===== config.mk =====
export PLATFORM = sky130hd
export DESIGN_NAME = tap_beat_counter_bpm_top_flat
export DESIGN_NICKNAME = d
export VERILOG_FILES = /design/src/hdl/tbc_pkg.sv /design/src/hdl/tbc_intf.sv /design/src/hdl/tap_beat_counter_bpm_top.sv /design/src/hdl/tbc_front.sv /design/src/hdl/tbc_queue.sv /design/src/hdl/tbc_div.sv /design/src/hdl/tbc_back.sv /design/src/flat_wrapper.sv
export SDC_FILE = /design/constraint.sdc
export NUM_CORES = 2
export LEC_CHECK = 0
export BUFFER_PORTS_ARGS = -buffer_cell sky130_fd_sc_hd__buf_4
export CAP_MARGIN = 20
export CELL_PAD_IN_SITES_DETAIL_PLACEMENT = 1
export CELL_PAD_IN_SITES_GLOBAL_PLACEMENT = 1
export CORE_ASPECT_RATIO = 0.7
export CORE_UTILIZATION = 47
export CTS_CLUSTER_DIAMETER = 30
export DETAILED_ROUTE_END_ITERATION = 6
export GPL_ROUTABILITY_DRIVEN = 0
export PLACE_DENSITY_LB_ADDON = 0.1
export SKIP_CTS_REPAIR_TIMING = 1
export SYNTH_ARGS = -nofsm -noshare
export SYNTH_HDL_FRONTEND = slang
export SYNTH_SLANG_ARGS = --single-unit

===== constraint.sdc =====
create_clock -name clock -period 6.6 [get_ports clock]
set_clock_uncertainty 0.1 [all_clocks]
set_input_delay 0.33 -clock clock [delete_from_list [all_inputs] [get_ports clock]]
set_output_delay 0.33 -clock clock [all_outputs]
set_load 0.02 [all_outputs]

===== src/hdl/tbc_pkg.sv =====
// Tap tempo detector: shared types, constants and width helpers.
// No dependencies; every other file of the block imports this package.
package tbc_pkg;

   localparam int TBC_MAX_BEATS  = 16;
   localparam int TBC_MIN_BEATS  = 2;
   localparam int TBC_TIME_W     = 48;
   localparam int TBC_IVAL_W     = 26;
   localparam int TBC_METER_W    = 8;
   localparam int TBC_BTC_W      = 5;
   localparam int TBC_OFF_W      = 11;
   localparam int TBC_OUT_W      = 16;
   localparam int TBC_SCALE_W    = 37;
   localparam int TBC_QUO_W      = 17;
   localparam int TBC_QDEPTH     = 4;
   localparam int TBC_CSR_IDX_W  = 3;
   localparam int TBC_CSR_DATA_W = 11;

   // interval * meter_q4 above this means more than 3.001 s per beat
   localparam logic [TBC_IVAL_W+TBC_METER_W-1:0] TBC_RESET_LIMIT = 34'd48016000;
   localparam logic signed [15:0]                TBC_MIN_IVAL    = 16'sd1000;
   localparam logic signed [17:0]                TBC_TICK_US     = 18'sd100;
   localparam logic [TBC_OUT_W-1:0]              TBC_OUT_SAT     = 16'd50000;
   // 6000 centi-BPM-seconds in us, times 16 for the Q4.4 meter
   localparam logic [TBC_SCALE_W-1:0]            TBC_BPM_SCALE   = 37'd96000000000;
   localparam logic [9:0]                        TBC_MS_US       = 10'd1000;

   typedef enum logic [TBC_CSR_IDX_W-1:0] {
      CSR_BEATS = 3'd0,
      CSR_METER = 3'd1,
      CSR_COFF  = 3'd2,
      CSR_SOFF  = 3'd3,
      CSR_AUTO  = 3'd4
   } tbc_csr_idx_type;

   typedef struct packed {
      logic [TBC_BTC_W-1:0]   beats_to_count;
      logic [TBC_METER_W-1:0] meter_q4;
      logic [TBC_OFF_W-1:0]   count_offset;
      logic [TBC_OFF_W-1:0]   start_offset;
      logic                   autostart;
   } tbc_cfg_type;

   typedef struct packed {
      logic                 done;
      logic                 sat;
      logic [TBC_QUO_W-1:0] quo;
   } tbc_div_res_type;

   function automatic int tbc_idx_w(input int mb);
      return (mb > 2) ? $clog2(mb - 1) : 1;
   endfunction

   function automatic int tbc_bi_w(input int mb);
      return $clog2(mb + 1);
   endfunction

   function automatic int tbc_n_w(input int mb);
      return $clog2(mb);
   endfunction

   function automatic int tbc_cmd_w(input int mb);
      return TBC_IVAL_W + tbc_idx_w(mb) + 2;
   endfunction

   // a zero meter counts as the smallest step
   function automatic logic [TBC_METER_W-1:0] tbc_meter_eff(input logic [TBC_METER_W-1:0] m);
      return (m == '0) ? TBC_METER_W'(1) : m;
   endfunction

endpackage


===== src/hdl/tbc_intf.sv =====
// Tap tempo detector: request, response and register-write channels.
// Depends on tbc_pkg for field widths.
interface tbc_req_if import tbc_pkg::*; ();
   logic                  valid;
   logic                  ready;
   logic [TBC_TIME_W-1:0] tap_time_us;
   logic                  transport_rolling;
   modport source(output valid, tap_time_us, transport_rolling, input ready);
   modport sink(input valid, tap_time_us, transport_rolling, output ready);
endinterface

interface tbc_rsp_if import tbc_pkg::*; ();
   logic                 valid;
   logic                 ready;
   logic [TBC_OUT_W-1:0] bpm_centi;
   logic                 start_transport;
   logic [TBC_OUT_W-1:0] start_delay_ms;
   modport source(output valid, bpm_centi, start_transport, start_delay_ms, input ready);
   modport sink(input valid, bpm_centi, start_transport, start_delay_ms, output ready);
endinterface

interface tbc_csr_if import tbc_pkg::*; ();
   logic                      valid;
   logic                      ready;
   logic [TBC_CSR_IDX_W-1:0]  index;
   logic [TBC_CSR_DATA_W-1:0] data;
   modport source(output valid, index, data, input ready);
   modport sink(input valid, index, data, output ready);
endinterface


===== src/hdl/tap_beat_counter_bpm_top.sv =====
// Tap tempo detector top level: register file, front end, queue, back end.
// Depends on tbc_pkg, tbc_intf, tbc_front, tbc_queue and tbc_back.
//
//   channel  dir  handshake    payload
//   req_if   in   valid/ready  tap_time_us[47:0], transport_rolling
//   rsp_if   out  valid/ready  bpm_centi[15:0], start_transport, start_delay_ms[15:0]
//   csr_if   in   valid/ready  index[2:0], data[10:0] (always ready)
//
// A tap passes through the front end's calc and classify states; req_if.ready drops
// meanwhile and stays low while a tap in classify waits for room in the 4-entry queue.
// A completed measurement of n intervals raises rsp_if.valid after its pop in the back end
// (store read, then two passes through the shared one-bit-per-cycle divider); a stored
// interval is written to the store from the idle state and gives no response.
// Reset is synchronous; the interval store needs no clearing pass.
// A stalled rsp_if holds the back end; the front keeps taking taps until the queue fills.
module tap_beat_counter_bpm_top import tbc_pkg::*; #(
   parameter int MAX_BEATS = TBC_MAX_BEATS
) (
   input logic        clock,
   input logic        reset,
   tbc_req_if.sink    req_if,
   tbc_rsp_if.source  rsp_if,
   tbc_csr_if.sink    csr_if
);

   localparam int CMD_W = tbc_cmd_w(MAX_BEATS);

   tbc_cfg_type       cfg_ff, cfg_in;
   logic              csr_wr;
   logic              q_push, q_pop, q_full, q_valid;
   logic [CMD_W-1:0]  q_wdata, q_rdata;

   assign csr_if.ready = 1'b1;
   assign csr_wr       = csr_if.valid && csr_if.ready;

   always_comb begin
      cfg_in = cfg_ff;
      if (csr_wr) begin
         case (tbc_csr_idx_type'(csr_if.index))
            CSR_BEATS: cfg_in.beats_to_count = csr_if.data[TBC_BTC_W-1:0];
            CSR_METER: cfg_in.meter_q4       = csr_if.data[TBC_METER_W-1:0];
            CSR_COFF:  cfg_in.count_offset   = csr_if.data[TBC_OFF_W-1:0];
            CSR_SOFF:  cfg_in.start_offset   = csr_if.data[TBC_OFF_W-1:0];
            CSR_AUTO:  cfg_in.autostart      = csr_if.data[0];
            default:   cfg_in = cfg_ff;
         endcase
      end
   end

   always_ff @(posedge clock) begin
      if (reset) begin
         cfg_ff <= '{beats_to_count: TBC_BTC_W'(4),
                     meter_q4:       TBC_METER_W'(16),
                     count_offset:   '0,
                     start_offset:   '0,
                     autostart:      1'b0};
      end else begin
         cfg_ff <= cfg_in;
      end
   end

   tbc_front #(
      .MAX_BEATS (MAX_BEATS)
   ) u_front (
      .clock  (clock),
      .reset  (reset),
      .req_if (req_if),
      .cfg    (cfg_ff),
      .q_full (q_full),
      .q_push (q_push),
      .q_data (q_wdata)
   );

   tbc_queue #(
      .W     (CMD_W),
      .DEPTH (TBC_QDEPTH)
   ) u_queue (
      .clock     (clock),
      .reset     (reset),
      .push      (q_push),
      .push_data (q_wdata),
      .pop       (q_pop),
      .full      (q_full),
      .valid     (q_valid),
      .pop_data  (q_rdata)
   );

   tbc_back #(
      .MAX_BEATS (MAX_BEATS)
   ) u_back (
      .clock   (clock),
      .reset   (reset),
      .cfg     (cfg_ff),
      .q_valid (q_valid),
      .q_data  (q_rdata),
      .q_pop   (q_pop),
      .rsp_if  (rsp_if)
   );

endmodule


===== src/hdl/tbc_front.sv =====
// Tap tempo detector front end: takes taps, forms intervals, tracks the beat index.
// Depends on tbc_pkg and tbc_req_if; pushes store/measure commands to tbc_queue.
module tbc_front import tbc_pkg::*; #(
   parameter int MAX_BEATS = TBC_MAX_BEATS
) (
   input  logic                           clock,
   input  logic                           reset,
   tbc_req_if.sink                        req_if,
   input  tbc_cfg_type                    cfg,
   input  logic                           q_full,
   output logic                           q_push,
   output logic [tbc_cmd_w(MAX_BEATS)-1:0] q_data
);

   localparam int IDX_W = tbc_idx_w(MAX_BEATS);
   localparam int BI_W  = tbc_bi_w(MAX_BEATS);
   localparam int FULL_W = TBC_TIME_W + 2;

   typedef enum logic [2:0] {
      F_IDLE = 3'b001,
      F_CALC = 3'b010,
      F_CLS  = 3'b100
   } tbc_fst_type;

   tbc_fst_type             state_ff, state_in;
   logic [BI_W-1:0]         beat_ff, beat_in;
   logic [TBC_TIME_W-1:0]   last_ff, last_in;
   logic [TBC_TIME_W-1:0]   diff_ff;
   logic                    rolling_ff;
   logic [TBC_IVAL_W-1:0]   ival_ff;
   logic                    pos_ff, big_ff, short_ff;

   logic                    accept;
   logic signed [17:0]      coff_us;
   logic signed [FULL_W-1:0] ival_full;
   logic [TBC_IVAL_W+TBC_METER_W-1:0] prod;
   logic                    too_long, first, measure;
   logic [BI_W-1:0]         target;
   logic [IDX_W-1:0]        idx;

   assign req_if.ready = (state_ff == F_IDLE);
   assign accept       = req_if.valid && req_if.ready;

   assign coff_us   = $signed(cfg.count_offset) * TBC_TICK_US;
   assign ival_full = (beat_ff > BI_W'(1))
                    ? $signed({2'b00, diff_ff}) - $signed({{(FULL_W-18){coff_us[17]}}, coff_us})
                    : '0;

   assign prod     = (TBC_IVAL_W+TBC_METER_W)'(ival_ff)
                   * (TBC_IVAL_W+TBC_METER_W)'(tbc_meter_eff(cfg.meter_q4));
   assign too_long = pos_ff && (big_ff || prod > TBC_RESET_LIMIT);
   assign first    = (beat_ff == BI_W'(1));
   assign measure  = (beat_ff >= target);
   assign idx      = IDX_W'(beat_ff - BI_W'(2));
   assign q_data   = {measure, rolling_ff, idx, ival_ff};

   always_comb begin
      if (cfg.beats_to_count < TBC_BTC_W'(TBC_MIN_BEATS)) begin
         target = BI_W'(TBC_MIN_BEATS);
      end else if (int'(cfg.beats_to_count) > MAX_BEATS) begin
         target = BI_W'(MAX_BEATS);
      end else begin
         target = BI_W'(cfg.beats_to_count);
      end
   end

   always_comb begin
      state_in = state_ff;
      beat_in  = beat_ff;
      last_in  = last_ff;
      q_push   = 1'b0;
      case (state_ff)
         F_IDLE: begin
            if (accept) begin
               last_in  = req_if.tap_time_us;
               state_in = F_CALC;
            end
         end
         F_CALC: begin
            state_in = F_CLS;
         end
         F_CLS: begin
            if (too_long) begin
               beat_in  = BI_W'(1);
               state_in = F_IDLE;
            end else if (first) begin
               beat_in  = BI_W'(2);
               state_in = F_IDLE;
            end else if (short_ff) begin
               state_in = F_IDLE;
            end else if (!q_full) begin
               // hold here while the queue is full
               q_push   = 1'b1;
               beat_in  = measure ? BI_W'(1) : beat_ff + BI_W'(1);
               state_in = F_IDLE;
            end
         end
         default: begin
            state_in = F_IDLE;
         end
      endcase
   end

   always_ff @(posedge clock) begin
      if (reset) begin
         state_ff <= F_IDLE;
         beat_ff  <= BI_W'(1);
         last_ff  <= '0;
      end else begin
         state_ff <= state_in;
         beat_ff  <= beat_in;
         last_ff  <= last_in;
      end
   end

   always_ff @(posedge clock) begin
      if (accept) begin
         diff_ff    <= req_if.tap_time_us - last_ff;
         rolling_ff <= req_if.transport_rolling;
      end
      if (state_ff == F_CALC) begin
         ival_ff  <= ival_full[TBC_IVAL_W-1:0];
         pos_ff   <= (ival_full > 0);
         big_ff   <= !ival_full[FULL_W-1] && (|ival_full[FULL_W-2:TBC_IVAL_W]);
         short_ff <= (ival_full <= FULL_W'(TBC_MIN_IVAL));
      end
   end

   a_too_long_restarts: assert property (@(posedge clock) disable iff (reset)
      (state_ff == F_CLS && too_long) |=> (beat_ff == BI_W'(1)))
      else $error("beat index not restarted after an overlong interval");

endmodule


===== src/hdl/tbc_queue.sv =====
// Tap tempo detector command queue between front and back end.
// Depends on tbc_pkg for the default depth.
module tbc_queue import tbc_pkg::*; #(
   parameter int W     = 1,
   parameter int DEPTH = TBC_QDEPTH
) (
   input  logic         clock,
   input  logic         reset,
   input  logic         push,
   input  logic [W-1:0] push_data,
   input  logic         pop,
   output logic         full,
   output logic         valid,
   output logic [W-1:0] pop_data
);

   localparam int PTR_W = (DEPTH > 1) ? $clog2(DEPTH) : 1;
   localparam int CNT_W = $clog2(DEPTH + 1);

   logic [W-1:0]     mem_ff [DEPTH];
   logic [W-1:0]     rd_data_ff;
   logic [PTR_W-1:0] wr_ptr_ff, wr_ptr_in;
   logic [PTR_W-1:0] rd_ptr_ff, rd_ptr_in;
   logic [CNT_W-1:0] count_ff, count_in;

   assign full     = (count_ff == CNT_W'(DEPTH));
   assign valid    = (count_ff != '0);
   assign pop_data = rd_data_ff;

   always_comb begin
      wr_ptr_in = wr_ptr_ff;
      rd_ptr_in = rd_ptr_ff;
      count_in  = count_ff;
      if (push) begin
         wr_ptr_in = (wr_ptr_ff == PTR_W'(DEPTH - 1)) ? '0 : wr_ptr_ff + PTR_W'(1);
      end
      if (pop) begin
         rd_ptr_in = (rd_ptr_ff == PTR_W'(DEPTH - 1)) ? '0 : rd_ptr_ff + PTR_W'(1);
      end
      if (push && !pop) begin
         count_in = count_ff + CNT_W'(1);
      end else if (pop && !push) begin
         count_in = count_ff - CNT_W'(1);
      end
   end

   always_ff @(posedge clock) begin
      if (reset) begin
         wr_ptr_ff <= '0;
         rd_ptr_ff <= '0;
         count_ff  <= '0;
      end else begin
         wr_ptr_ff <= wr_ptr_in;
         rd_ptr_ff <= rd_ptr_in;
         count_ff  <= count_in;
      end
   end

   always_ff @(posedge clock) begin
      if (push) begin
         mem_ff[wr_ptr_ff] <= push_data;
      end
      // forward a request written into the slot that is read next
      if (push && wr_ptr_ff == rd_ptr_in) begin
         rd_data_ff <= push_data;
      end else begin
         rd_data_ff <= mem_ff[rd_ptr_in];
      end
   end

   a_no_push_full: assert property (@(posedge clock) disable iff (reset)
      push |-> !full)
      else $error("request pushed into a full queue");

   a_no_pop_empty: assert property (@(posedge clock) disable iff (reset)
      pop |-> valid)
      else $error("request popped from an empty queue");

endmodule


===== src/hdl/tbc_div.sv =====
// Tap tempo detector restoring divider, one quotient bit per cycle, saturating.
// Depends on tbc_pkg for the quotient width and result struct.
module tbc_div import tbc_pkg::*; #(
   parameter int NUM_W = 1,
   parameter int DEN_W = 1
) (
   input  logic             clock,
   input  logic             reset,
   input  logic             start,
   input  logic [NUM_W-1:0] num,
   input  logic [DEN_W-1:0] den,
   output tbc_div_res_type  res
);

   localparam int REM_W = DEN_W + TBC_QUO_W;
   localparam int CNT_W = $clog2(TBC_QUO_W);

   typedef enum logic [2:0] {
      D_IDLE = 3'b001,
      D_CHK  = 3'b010,
      D_RUN  = 3'b100
   } tbc_dst_type;

   tbc_dst_type          state_ff, state_in;
   logic                 done_ff, done_in;
   logic [REM_W-1:0]     rem_ff, rem_in;
   logic [REM_W-1:0]     dsh_ff, dsh_in;
   logic [TBC_QUO_W-1:0] quo_ff, quo_in;
   logic                 sat_ff, sat_in;
   logic [CNT_W-1:0]     cnt_ff, cnt_in;
   logic                 ge;

   assign ge  = (rem_ff >= dsh_ff);
   assign res = '{done: done_ff, sat: sat_ff, quo: quo_ff};

   always_comb begin
      state_in = state_ff;
      done_in  = 1'b0;
      rem_in   = rem_ff;
      dsh_in   = dsh_ff;
      quo_in   = quo_ff;
      sat_in   = sat_ff;
      cnt_in   = cnt_ff;
      case (state_ff)
         D_IDLE: begin
            if (start) begin
               rem_in   = REM_W'(num);
               dsh_in   = {den, {TBC_QUO_W{1'b0}}};
               sat_in   = 1'b0;
               state_in = D_CHK;
            end
         end
         D_CHK: begin
            // quotient would not fit: saturate
            if (ge) begin
               sat_in   = 1'b1;
               quo_in   = '1;
               done_in  = 1'b1;
               state_in = D_IDLE;
            end else begin
               dsh_in   = dsh_ff >> 1;
               quo_in   = '0;
               cnt_in   = CNT_W'(TBC_QUO_W - 1);
               state_in = D_RUN;
            end
         end
         D_RUN: begin
            if (ge) begin
               rem_in = rem_ff - dsh_ff;
            end
            quo_in = {quo_ff[TBC_QUO_W-2:0], ge};
            dsh_in = dsh_ff >> 1;
            if (cnt_ff == '0) begin
               done_in  = 1'b1;
               state_in = D_IDLE;
            end else begin
               cnt_in = cnt_ff - CNT_W'(1);
            end
         end
         default: begin
            state_in = D_IDLE;
         end
      endcase
   end

   always_ff @(posedge clock) begin
      if (reset) begin
         state_ff <= D_IDLE;
         done_ff  <= 1'b0;
      end else begin
         state_ff <= state_in;
         done_ff  <= done_in;
      end
   end

   always_ff @(posedge clock) begin
      rem_ff <= rem_in;
      dsh_ff <= dsh_in;
      quo_ff <= quo_in;
      sat_ff <= sat_in;
      cnt_ff <= cnt_in;
   end

   a_start_when_idle: assert property (@(posedge clock) disable iff (reset)
      start |-> (state_ff == D_IDLE && !done_ff))
      else $error("divider started while busy");

endmodule


===== src/hdl/tbc_back.sv =====
// Tap tempo detector back end: interval store, mean, tempo and start delay.
// Depends on tbc_pkg, tbc_rsp_if and tbc_div; pops commands from tbc_queue.
module tbc_back import tbc_pkg::*; #(
   parameter int MAX_BEATS = TBC_MAX_BEATS
) (
   input  logic                            clock,
   input  logic                            reset,
   input  tbc_cfg_type                     cfg,
   input  logic                            q_valid,
   input  logic [tbc_cmd_w(MAX_BEATS)-1:0] q_data,
   output logic                            q_pop,
   tbc_rsp_if.source                       rsp_if
);

   localparam int IDX_W = tbc_idx_w(MAX_BEATS);
   localparam int N_W   = tbc_n_w(MAX_BEATS);
   localparam int DEPTH = MAX_BEATS - 1;
   localparam int SUM_W = TBC_IVAL_W + N_W;
   localparam int DEN_W = SUM_W + TBC_METER_W;
   localparam int NUM_W = TBC_SCALE_W + N_W;
   localparam int DLY_W = TBC_QUO_W + 3;

   typedef enum logic [5:0] {
      B_IDLE = 6'b000001,
      B_SUM  = 6'b000010,
      B_MUL  = 6'b000100,
      B_BPM  = 6'b001000,
      B_DLY  = 6'b010000,
      B_OUT  = 6'b100000
   } tbc_bst_type;

   tbc_bst_type           state_ff, state_in;
   logic [TBC_IVAL_W-1:0] store_mem [DEPTH];
   logic [TBC_IVAL_W-1:0] rd_data_ff;
   logic                  rd_vld_ff, rd_vld_in;
   logic [N_W-1:0]        cnt_ff, cnt_in;
   logic [N_W-1:0]        n_ff, n_in;
   logic [SUM_W-1:0]      sum_ff, sum_in;
   logic [NUM_W-1:0]      num_ff, num_in;
   logic [DEN_W-1:0]      den_ff, den_in;
   logic                  go_ff, go_in;
   logic                  rolling_ff, rolling_in;
   logic [TBC_OUT_W-1:0]  bpm_ff, bpm_in;
   logic                  start_ff, start_in;
   logic [TBC_OUT_W-1:0]  delay_ff, delay_in;

   logic [TBC_IVAL_W-1:0] q_ival;
   logic [IDX_W-1:0]      q_idx;
   logic                  q_rolling, q_measure;
   logic                  rd_en;
   tbc_div_res_type       div_res;
   logic signed [DLY_W-1:0] dly;
   logic [TBC_OUT_W-1:0]  dly_sat;

   assign q_ival    = q_data[TBC_IVAL_W-1:0];
   assign q_idx     = q_data[TBC_IVAL_W +: IDX_W];
   assign q_rolling = q_data[TBC_IVAL_W + IDX_W];
   assign q_measure = q_data[TBC_IVAL_W + IDX_W + 1];

   tbc_div #(
      .NUM_W (NUM_W),
      .DEN_W (DEN_W)
   ) u_div (
      .clock (clock),
      .reset (reset),
      .start (go_ff),
      .num   (num_ff),
      .den   (den_ff),
      .res   (div_res)
   );

   // mean ms plus both trims, clamped to [0, 50000]
   assign dly = $signed({3'b000, div_res.quo})
              + $signed({{(DLY_W-TBC_OFF_W){cfg.count_offset[TBC_OFF_W-1]}}, cfg.count_offset})
              + $signed({{(DLY_W-TBC_OFF_W){cfg.start_offset[TBC_OFF_W-1]}}, cfg.start_offset});

   always_comb begin
      if (dly[DLY_W-1]) begin
         dly_sat = '0;
      end else if (dly[DLY_W-2:0] > (DLY_W-1)'(TBC_OUT_SAT)) begin
         dly_sat = TBC_OUT_SAT;
      end else begin
         dly_sat = dly[TBC_OUT_W-1:0];
      end
   end

   assign rsp_if.valid           = (state_ff == B_OUT);
   assign rsp_if.bpm_centi       = bpm_ff;
   assign rsp_if.start_transport = start_ff;
   assign rsp_if.start_delay_ms  = delay_ff;

   always_comb begin
      state_in   = state_ff;
      rd_vld_in  = 1'b0;
      rd_en      = 1'b0;
      cnt_in     = cnt_ff;
      n_in       = n_ff;
      sum_in     = sum_ff;
      num_in     = num_ff;
      den_in     = den_ff;
      go_in      = 1'b0;
      rolling_in = rolling_ff;
      bpm_in     = bpm_ff;
      start_in   = start_ff;
      delay_in   = delay_ff;
      q_pop      = 1'b0;
      case (state_ff)
         B_IDLE: begin
            if (q_valid) begin
               q_pop = 1'b1;
               if (q_measure) begin
                  n_in       = N_W'(q_idx) + N_W'(1);
                  cnt_in     = '0;
                  sum_in     = '0;
                  rolling_in = q_rolling;
                  state_in   = B_SUM;
               end
            end
         end
         B_SUM: begin
            // one store read per cycle; the read data is registered before it is summed
            rd_en     = (cnt_ff != n_ff);
            rd_vld_in = rd_en;
            if (rd_en) begin
               cnt_in = cnt_ff + N_W'(1);
            end
            if (rd_vld_ff) begin
               sum_in = sum_ff + SUM_W'(rd_data_ff);
            end
            if (!rd_en && !rd_vld_ff) begin
               state_in = B_MUL;
            end
         end
         B_MUL: begin
            sum_in   = (sum_ff == '0) ? SUM_W'(1) : sum_ff;
            den_in   = DEN_W'(sum_in) * DEN_W'(tbc_meter_eff(cfg.meter_q4));
            num_in   = NUM_W'(TBC_BPM_SCALE) * NUM_W'(n_ff);
            go_in    = 1'b1;
            state_in = B_BPM;
         end
         B_BPM: begin
            if (div_res.done) begin
               bpm_in   = (div_res.sat || div_res.quo > TBC_QUO_W'(TBC_OUT_SAT))
                        ? TBC_OUT_SAT : div_res.quo[TBC_OUT_W-1:0];
               num_in   = NUM_W'(sum_ff);
               den_in   = DEN_W'(n_ff) * DEN_W'(TBC_MS_US);
               go_in    = 1'b1;
               state_in = B_DLY;
            end
         end
         B_DLY: begin
            if (div_res.done) begin
               start_in = cfg.autostart && !rolling_ff;
               delay_in = start_in ? dly_sat : '0;
               state_in = B_OUT;
            end
         end
         B_OUT: begin
            if (rsp_if.ready) begin
               state_in = B_IDLE;
            end
         end
         default: begin
            state_in = B_IDLE;
         end
      endcase
   end

   always_ff @(posedge clock) begin
      if (reset) begin
         state_ff  <= B_IDLE;
         rd_vld_ff <= 1'b0;
         go_ff     <= 1'b0;
      end else begin
         state_ff  <= state_in;
         rd_vld_ff <= rd_vld_in;
         go_ff     <= go_in;
      end
   end

   always_ff @(posedge clock) begin
      cnt_ff     <= cnt_in;
      n_ff       <= n_in;
      sum_ff     <= sum_in;
      num_ff     <= num_in;
      den_ff     <= den_in;
      rolling_ff <= rolling_in;
      bpm_ff     <= bpm_in;
      start_ff   <= start_in;
      delay_ff   <= delay_in;
   end

   always_ff @(posedge clock) begin
      if (q_pop) begin
         store_mem[q_idx] <= q_ival;
      end
      if (rd_en) begin
         rd_data_ff <= store_mem[IDX_W'(cnt_ff)];
      end
   end

   a_result_in_range: assert property (@(posedge clock) disable iff (reset)
      rsp_if.valid |-> (bpm_ff <= TBC_OUT_SAT && delay_ff <= TBC_OUT_SAT
                        && (start_ff || delay_ff == '0)))
      else $error("result fields out of range");

endmodule


===== src/flat_wrapper.sv =====
// flat-port wrapper written by rule: the top's interface ports become plain ports
module tap_beat_counter_bpm_top_flat import tbc_pkg::*;
#(
   parameter int MAX_BEATS = TBC_MAX_BEATS
)
  (clock, reset, req_if_valid, req_if_tap_time_us, req_if_transport_rolling, req_if_ready, rsp_if_valid, rsp_if_bpm_centi, rsp_if_start_transport, rsp_if_start_delay_ms, rsp_if_ready, csr_if_valid, csr_if_index, csr_if_data, csr_if_ready);
  tbc_req_if req_if_i ();
  tbc_rsp_if rsp_if_i ();
  tbc_csr_if csr_if_i ();
  input logic clock;
  input logic reset;
  input wire logic [$bits(req_if_i.valid)-1:0] req_if_valid;
  input wire logic [$bits(req_if_i.tap_time_us)-1:0] req_if_tap_time_us;
  input wire logic [$bits(req_if_i.transport_rolling)-1:0] req_if_transport_rolling;
  output wire logic [$bits(req_if_i.ready)-1:0] req_if_ready;
  output wire logic [$bits(rsp_if_i.valid)-1:0] rsp_if_valid;
  output wire logic [$bits(rsp_if_i.bpm_centi)-1:0] rsp_if_bpm_centi;
  output wire logic [$bits(rsp_if_i.start_transport)-1:0] rsp_if_start_transport;
  output wire logic [$bits(rsp_if_i.start_delay_ms)-1:0] rsp_if_start_delay_ms;
  input wire logic [$bits(rsp_if_i.ready)-1:0] rsp_if_ready;
  input wire logic [$bits(csr_if_i.valid)-1:0] csr_if_valid;
  input wire logic [$bits(csr_if_i.index)-1:0] csr_if_index;
  input wire logic [$bits(csr_if_i.data)-1:0] csr_if_data;
  output wire logic [$bits(csr_if_i.ready)-1:0] csr_if_ready;
  assign req_if_i.valid = req_if_valid;
  assign req_if_i.tap_time_us = req_if_tap_time_us;
  assign req_if_i.transport_rolling = req_if_transport_rolling;
  assign req_if_ready = req_if_i.ready;
  assign rsp_if_valid = rsp_if_i.valid;
  assign rsp_if_bpm_centi = rsp_if_i.bpm_centi;
  assign rsp_if_start_transport = rsp_if_i.start_transport;
  assign rsp_if_start_delay_ms = rsp_if_i.start_delay_ms;
  assign rsp_if_i.ready = rsp_if_ready;
  assign csr_if_i.valid = csr_if_valid;
  assign csr_if_i.index = csr_if_index;
  assign csr_if_i.data = csr_if_data;
  assign csr_if_ready = csr_if_i.ready;
  tap_beat_counter_bpm_top #(.MAX_BEATS(MAX_BEATS)) u_core (.clock(clock), .reset(reset), .req_if(req_if_i), .rsp_if(rsp_if_i), .csr_if(csr_if_i));
endmodule

# [Yosys cells after proc, flatten, opt, wreduce, memory -nomap -nowiden]
# Memory sizes are Yosys's and may differ from the RTL's. A register that Yosys moved wholly into a read port is not among the register bits.
# Cells that the tools add are included.
[totals] ff_bits=473 ramBits=518 input_bits=68 wordCells=236 mem_count=2
[memory_table] name="u_core.u_back.store_mem" words=15 word_bits=26 rd=1 rd_ports_with_merged_regs=1 write_ports=1 line_no="tbc_back.sv:33" text="logic [TBC_IVAL_W-1:0] store_mem [DEPTH];"
[memory_table] name="u_core.u_queue.mem_ff" words=4 word_bits=32 rd=1 rd_ports_with_merged_regs=1 write_ports=1 line_no="tbc_queue.sv:20" text="logic [W-1:0] mem_ff [DEPTH];"
[op_classes] n_addsub=15 multipliers=5 magnitude_cmp=10 eq_ne=39 mux=76 n_bitwise=1 n_reduce_logical=51
[op_table] cell="two-way mux 55 bit" n=4
[op_table] cell="case mux 55 bit (3 select lines)" n=1
[op_table] cell="two-way mux 30 bit" n=4
[op_table] cell="case mux 55 bit (2 select lines)" n=1
[op_table] cell="case mux 30 bit (3 select lines)" n=1
[op_table] cell="case mux 41 bit (2 select lines)" n=1
[op_table] cell="case mux 38 bit (2 select lines)" n=1
[op_table] cell="greater-or-equal comparator 55 bit" n=1
[op_table] cell="subtractor 55 bit" n=1
[op_table] cell="greater-than comparator 50 x 1 -> 1 bit (second input constant)" n=1
[op_table] cell="less-or-equal comparator 50 x 11 -> 1 bit (second input constant)" n=1
[op_table] cell="two-way mux 50 bit" n=1
[op_table] cell="subtractor 49 x 18 -> 50 bit" n=1
[op_table] cell="subtractor 48 bit" n=1
[op_table] cell="two-way mux 5 bit" n=9
[op_table] cell="two-way mux 41 bit" n=1
[op_table] cell="multiplier 30 x 8 -> 38 bit" n=1
[op_table] cell="two-way mux 38 bit" n=1
[op_table] cell="two-way mux 6 bit" n=6
[op_table] cell="case mux 6 bit (6 select lines)" n=1
[op_table] cell="greater-than comparator 34 x 26 -> 1 bit (second input constant)" n=1
[op_table] cell="multiplier 26 x 8 -> 34 bit" n=1
[op_table] cell="case mux 17 bit (2 select lines)" n=1
[op_table] cell="adder 30 x 26 -> 30 bit" n=1
[op_table] cell="other kinds (62)" n=154

# [Depth between registers and ports, before layout]
[logic_depth] depth_word=12 ltp_mapped=30 mapped_depth_nobuf=28

# [Hierarchy]
# Synthesis repeated with hierarchy kept, for this count alone.
[unflattened] hier_cells=6105 hier_area_um2=67910.1
[modules_own_cells] mod="tbc_back" instances=1 cells_each=2549 area_each_um2=33591.0
[modules_own_cells] mod="tbc_front" instances=1 cells_each=2198 area_each_um2=18471.5
[modules_own_cells] mod="tbc_div" instances=1 cells_each=1009 area_each_um2=9238.9
[modules_own_cells] mod="tbc_queue" instances=1 cells_each=211 area_each_um2=5108.6
[modules_own_cells] mod="tap_beat_counter_bpm_top" instances=1 cells_each=138 area_each_um2=1500.2

# [Least setup slack after synthesis]
# OpenSTA, ideal clock, no wires.
[synth_path] path_kind="register to register" startpoint="register u_core.cfg_ff[26] (netlist name)" endpoint="register u_core.u_queue.count_ff[2]" setup_ns=0.071 arrival_time_ns=6.979 required_ns=6.429 slack_ns=-0.550 stages_incl_launch_ff=31 n_path_buf=4 period_less_slack_ns=7.150 path_cell_list="dfxtp_1 -> clkbuf_1 -> clkbuf_1 -> and2_1 -> fa_1 -> inv_1 -> fa_1 -> inv_1 -> fa_1 -> inv_1 -> fa_1 -> inv_1 -> ha_1 -> or3_1 -> buf_2 -> o22a_1 -> and2_4 -> buf_6 -> a311oi_1 -> a21boi_1 -> nand4b_1 -> or4b_4 -> o31ai_4 -> o22ai_2 -> nor2_4 -> ha_1 -> inv_1 -> fa_1 -> xor2_1 -> or3_1 -> a21oi_1"
[synth_between] elab_chain_len=11
[synth_rtl] item="from (decl)" line_no="tap_beat_counter_bpm_top.sv:28" text="tbc_cfg_type cfg_ff, cfg_in;"
[synth_rtl] item="from (signal assigned)" line_no="tap_beat_counter_bpm_top.sv:52" text="cfg_ff <= '{beats_to_count: TBC_BTC_W'(4),"
[synth_rtl] item="from (signal assigned)" line_no="tap_beat_counter_bpm_top.sv:58" text="cfg_ff <= cfg_in;"
[synth_rtl] item="logical NOT 8 bit" line_no="tbc_pkg.sv:68" text="return (m == '0) ? TBC_METER_W'(1) : m;"
[synth_rtl] item="two-way mux 8 bit *" line_no="tbc_pkg.sv:68"
[synth_rtl] item="multiplier 26 x 8 -> 34 bit *" line_no="tbc_front.sv:50" text="* (TBC_IVAL_W+TBC_METER_W)'(tbc_meter_eff(cfg.meter_q4));"
[synth_rtl] item="greater-than comparator 34 x 26 -> 1 bit *" line_no="tbc_front.sv:51" text="assign too_long = pos_ff && (big_ff || prod > TBC_RESET_LIMIT);"
[synth_rtl] item="logical OR 1 bit *" line_no="tbc_front.sv:51"
[synth_rtl] item="logical AND 1 bit *" line_no="tbc_front.sv:51"
[synth_rtl] item="two-way mux 1 bit *" line_no="tbc_front.sv:83" text="if (too_long) begin"
[synth_rtl] item="two-way mux 1 bit *" line_no="tbc_front.sv:72" text="case (state_ff)"
[synth_rtl] item="net u_core.q_push" line_no="tap_beat_counter_bpm_top.sv:30" text="logic q_push, q_pop, q_full, q_valid;"
[synth_rtl] item="logical NOT 1 bit" line_no="tbc_queue.sv:42" text="end else if (pop && !push) begin"
[synth_rtl] item="logical AND 1 bit" line_no="tbc_queue.sv:42"
[synth_rtl] item="nonzero test 2 bit (no line)"
[synth_rtl] item="to (signal assigned)" line_no="tbc_queue.sv:55" text="count_ff <= count_in;"
[synth_rtl] item="to (decl)" line_no="tbc_queue.sv:24" text="logic [CNT_W-1:0] count_ff, count_in;"
# Mark *: on every way through the listed nets, which the timed path passes. The rest lies on a longest branch.
# A chain may end at the register's enable or synchronous reset.

# [Worst setup path in the final report]
[layout_path] startpoint="register u_core.u_front.ival_ff[4]" endpoint="register u_core.u_queue.count_ff[2]"
[layout_between] elab_chain_len=9
[layout_rtl] item="from (decl)" line_no="tbc_front.sv:30" text="logic [TBC_IVAL_W-1:0] ival_ff;"
[layout_rtl] item="from (signal assigned)" line_no="tbc_front.sv:122" text="ival_ff <= ival_full[TBC_IVAL_W-1:0];"
[layout_rtl] item="multiplier 26 x 8 -> 34 bit *" line_no="tbc_front.sv:50"
[layout_rtl] item="greater-than comparator 34 x 26 -> 1 bit *" line_no="tbc_front.sv:51"
[layout_rtl] item="logical OR 1 bit *" line_no="tbc_front.sv:51"
[layout_rtl] item="logical AND 1 bit *" line_no="tbc_front.sv:51"
[layout_rtl] item="two-way mux 1 bit *" line_no="tbc_front.sv:83"
[layout_rtl] item="two-way mux 1 bit *" line_no="tbc_front.sv:72"
[layout_rtl] item="net u_core.q_push" line_no="tap_beat_counter_bpm_top.sv:30"
[layout_rtl] item="logical NOT 1 bit" line_no="tbc_queue.sv:42"
[layout_rtl] item="logical AND 1 bit" line_no="tbc_queue.sv:42"
[layout_rtl] item="nonzero test 2 bit (no line)"
# Marks and branches as above.

==> impl_metrics.xml <==
<?xml version="1.0" encoding="UTF-8"?>
<metrics>
  <group name="setup_path">
    <metric name="reg2reg_setup_slack" unit="ps">-550</metric>
    <metric name="reg2reg_to" unit="">u_core.u_queue.count_ff[2]</metric>
    <metric name="worst-r2r-cell-count" unit="">27</metric>
    <metric name="critical_path.top_delay_family" unit="">adder cells</metric>
    <metric name="critical_path.max_fanout" unit="">5</metric>
    <metric name="crit_slowest_cell" unit="">sky130_fd_sc_hd__or4bb_4</metric>
    <metric name="setup_cp_type" unit="">register to register</metric>
    <metric name="crit_path_end_kind" unit="">register</metric>
    <metric name="critical_path.startpoint_type" unit="">register</metric>
    <metric name="timing.rr.start" unit="">u_core.u_front.ival_ff[4]</metric>
    <metric name="worst-endpoint-required" unit="ps">7230</metric>
    <metric name="number_of_buffer_and_inverter_stages_on_the_critical_path" unit="">7</metric>
    <metric name="most_repeated_library_cell_on_the_critical_path" unit="">sky130_fd_sc_hd__fa_1</metric>
    <metric name="arrival_time_of_the_worst_setup_path" unit="ps">7780</metric>
    <metric name="timing.critical_path.slowest_cell_delay" unit="ps">580</metric>
  </group>
  <group name="floorplanning">
    <metric name="core" unit="sq mm">0.139</metric>
    <metric name="die-area" unit="sq mm">0.141</metric>
    <metric name="starting_utilization_of_the_core_area" unit="%">47.5</metric>
    <metric name="die_y" unit="microns">315</metric>
    <metric name="top_level_ports" unit="">104</metric>
    <metric name="floorplan.die.width" unit="microns">449</metric>
    <metric name="core.rowCount" unit="">114</metric>
  </group>
  <group name="sta">
    <metric name="worst_slack" unit="ps">-553</metric>
    <metric name="timing_hold_violations_final" unit="">6</metric>
    <metric name="transition_time_at_the_pin_with_the_least_slew_margin" unit="ps">1060</metric>
    <metric name="maxSlewHeadroom" unit="%">28.2</metric>
    <metric name="finalSetupViolations" unit="">136</metric>
    <metric name="totalNegativeSetupSlack" unit="ps">-38490</metric>
    <metric name="clock.fmax" unit="MHz">140</metric>
    <metric name="grt_setup_unrepaired" unit="">yes</metric>
    <metric name="final_max_slew_viol_count" unit="">0</metric>
    <metric name="final_cycle_share" unit="%">108</metric>
    <metric name="fin_worst_hold_slack" unit="ps">-192</metric>
    <metric name="layout_min_cycle_time" unit="ps">7150</metric>
  </group>
  <group name="yosys">
    <metric name="synth_top_area_cell" unit="">sky130_fd_sc_hd__edfxtp_1</metric>
    <metric name="asyncSetResetFlopFracSynth" unit="%">0</metric>
    <metric name="synth_top_area_share" unit="%">41.4</metric>
    <metric name="synthDistinctLibCells" unit="">95</metric>
    <metric name="synth_warnings" unit="">0</metric>
    <metric name="synth_cells" unit="">5867</metric>
    <metric name="average_footprint_of_a_synthesized_cell" unit="sq um">11.2</metric>
    <metric name="post_synth_most_frequent_cells" unit="">sky130_fd_sc_hd__edfxtp_1, sky130_fd_sc_hd__nand2_1, sky130_fd_sc_hd__inv_1, sky130_fd_sc_hd__ha_1, sky130_fd_sc_hd__fa_1</metric>
    <metric name="edff_count_synth" unit="">906</metric>
    <metric name="commonest_register_cell_after_synthesis" unit="">sky130_fd_sc_hd__edfxtp_1</metric>
    <metric name="syn-num-nets" unit="">6686</metric>
    <metric name="share_of_synthesized_area_occupied_by_flip_flops_and_latches" unit="%">44.8</metric>
    <metric name="synth_most_common_cell" unit="">sky130_fd_sc_hd__edfxtp_1</metric>
    <metric name="mappedNetlistArea" unit="sq mm">0.0658</metric>
    <metric name="netlist_top_cells_area" unit="">sky130_fd_sc_hd__edfxtp_1, sky130_fd_sc_hd__fa_1, sky130_fd_sc_hd__ha_1</metric>
    <metric name="ff_latch_count_synth" unit="">1019</metric>
  </group>
  <group name="worst_hold_path">
    <metric name="timing.hold.worst.class" unit="">input port to register</metric>
    <metric name="min_path_cells" unit="">2</metric>
    <metric name="min_from" unit="">reset</metric>
    <metric name="worstHoldEndpoint" unit="">u_core.u_queue.wr_ptr_ff[1]</metric>
  </group>
  <group name="run_status">
    <metric name="outcome" unit="">complete, but fails checks</metric>
    <metric name="failed_checks" unit="">design-rule violations, negative hold slack, negative setup slack</metric>
  </group>
  <group name="drt">
    <metric name="route.antenna.remaining_nets" unit="">0</metric>
    <metric name="routed_via_density" unit="">5.66</metric>
    <metric name="detailroute.via_count" unit="">47800</metric>
    <metric name="routed_wl_per_cell" unit="microns">22.9</metric>
    <metric name="drc" unit="">1</metric>
    <metric name="wl" unit="microns">194000</metric>
    <metric name="dr.pass1.iters" unit="">7</metric>
    <metric name="first_iter_violations" unit="">3251</metric>
  </group>
  <group name="layout">
    <metric name="insertedDiodeCount" unit="">0</metric>
    <metric name="layout-area-overhead-vs-synth" unit="%">21.8</metric>
    <metric name="drive_gt1_share" unit="%">18.7</metric>
    <metric name="finish.net_count" unit="">7251</metric>
  </group>
  <group name="pwr">
    <metric name="leakagePower" unit="nW">32.6</metric>
    <metric name="peakVddDrop" unit="mV">0.277</metric>
    <metric name="power-per-cell-area" unit="mW/mm^2">343</metric>
  </group>
  <group name="cts">
    <metric name="ctsHtreeMaxLevel" unit="">4</metric>
    <metric name="cts_root_buf" unit="">sky130_fd_sc_hd__clkbuf_16</metric>
    <metric name="worstSkewPairLatency" unit="ps">810</metric>
    <metric name="clkTransAtPathRegs" unit="ps">60</metric>
    <metric name="tritoncts" unit="">yes</metric>
    <metric name="total_clock_sinks" unit="">1019</metric>
    <metric name="cts_buffer_depth" unit="">3</metric>
    <metric name="cts-buffers-inserted" unit="">192</metric>
  </group>
  <group name="place">
    <metric name="detailed_place_hpwl" unit="microns">135000</metric>
    <metric name="placement.io_buffers" unit="">102</metric>
  </group>
  <group name="global_routing">
    <metric name="grt_max_degree" unit="">133</metric>
    <metric name="grtUsageTotal" unit="%">27.1</metric>
    <metric name="grt_pass1_vias" unit="">51000</metric>
    <metric name="global_route_wire_length_before_repair" unit="microns">298000</metric>
    <metric name="overflow" unit="">0</metric>
    <metric name="antenna_found_initial" unit="">7</metric>
  </group>
  <group name="flow_run">
    <metric name="maxCapViolCount" unit="">0</metric>
  </group>
</metrics>
## per-layer routing
layer / vias to the layer above / GRT usage (%) / part of all wire [%]
li1: 21900 / - / -
met4: 2 / 7.52 / 2.2
met5: - / 0 / 0.0067
met1: 24500 / 37.1 / 44
met2: 1105 / 45.4 / 49
met3: 266 / 3.79 / 4.8
## layout by cell type, fill, tap and decap left out, types with 259 or more instances in the layout
| cell type | count |
|---|---|
| sky130_fd_sc_hd__fa_1 | 348 |
| sky130_fd_sc_hd__and2_1 | 315 |
| sky130_fd_sc_hd__ha_1 | 378 |
| sky130_fd_sc_hd__nand2_1 | 639 |
| sky130_fd_sc_hd__edfxtp_1 | 906 |
| sky130_fd_sc_hd__buf_4 | 499 |
| sky130_fd_sc_hd__nor2_1 | 278 |
| sky130_fd_sc_hd__a21oi_1 | 323 |
| sky130_fd_sc_hd__inv_1 | 575 |
| sky130_fd_sc_hd__o21ai_0 | 259 |
## registers in the layout, summed over array words and instances (netlist names), 16 cells and up, named ones only
signal	flops
u_core.u_back.u_div.dsh_ff	55
u_core.u_front.last_ff	48
u_core.u_back.u_div.quo_ff	17
u_core.cfg_ff	36
u_core.u_back.rd_data_ff	26
u_core.u_back.rsp_if.start_delay_ms	16
u_core.u_queue.mem_ff	128
u_core.u_back.u_div.rem_ff	55
u_core.u_back.store_mem	390
u_core.u_back.rsp_if.bpm_centi	16
u_core.u_front.ival_ff	26
u_core.u_back.sum_ff	30
u_core.u_back.den_ff	38
u_core.u_back.num_ff	41
u_core.u_front.diff_ff	48
## power by group
part           total (mW)  switching [mW]  internal, mW
Sequential           8.19           0.248          7.94
Combinational        9.23            5.48          3.74
Clock                10.1            3.66          6.44
Total                27.5            9.39          18.1
## cell families after synthesis
| family | share of synthesized area, % |
|---|---|
| fa+ha+maj | 18.3 |
| xor+xnor | 2.93 |
| compound gates | 10.9 |
| mux | 5.53 |
| buf+inv | 4.74 |
| simple gates | 12.8 |
| other cells | 0.00570 |
| flops | 44.8 |
## cell type report
type                    count  area, sq um
fillers                 14300        58400
repair buffers            613         5140
well taps                1856         2320
clock buffers             210         5060
flip-flops and latches   1019        29500
multi-input cells        4022        34200
clock inverters           150         1650
inverters                 584         2190
## worst max path at each step
stage | start | endpoint | slack [ps] | depth (start not counted)
after floorplan | u_core.cfg_ff[25] | u_core.u_queue.count_ff[2] | -310 | 30
after global placement | u_core.u_front.ival_ff[9] | u_core.u_queue.count_ff[2] | -630 | 24
after detailed placement | u_core.cfg_ff[27] | u_core.u_queue.count_ff[2] | -750 | 25
after CTS | u_core.u_back.sum_ff[5] | u_core.u_back.den_ff[37] | -860 | 26
after global routing | u_core.u_front.ival_ff[5] | u_core.u_queue.count_ff[2] | -750 | 27
final | u_core.u_front.ival_ff[4] | u_core.u_queue.count_ff[2] | -550 | 27
## through the flow
stage	worst slack (ps)	instances	utilization [%]	power, mW	area (sq um)
5_1_grt	-746	8454	57.8	28.9	80100
4_1_cts	-857	8312	56.3	27.3	77900
2_1_floorplan	-313	5867	-	14.0	66000
3_3_place_gp	-628	7950	51.4	16.9	71200
6_report	-553	8454	57.8	27.5	80100
3_5_place_dp	-751	7952	51.4	17.1	71200
No activity file was read; power rests on OpenSTA's default activity.
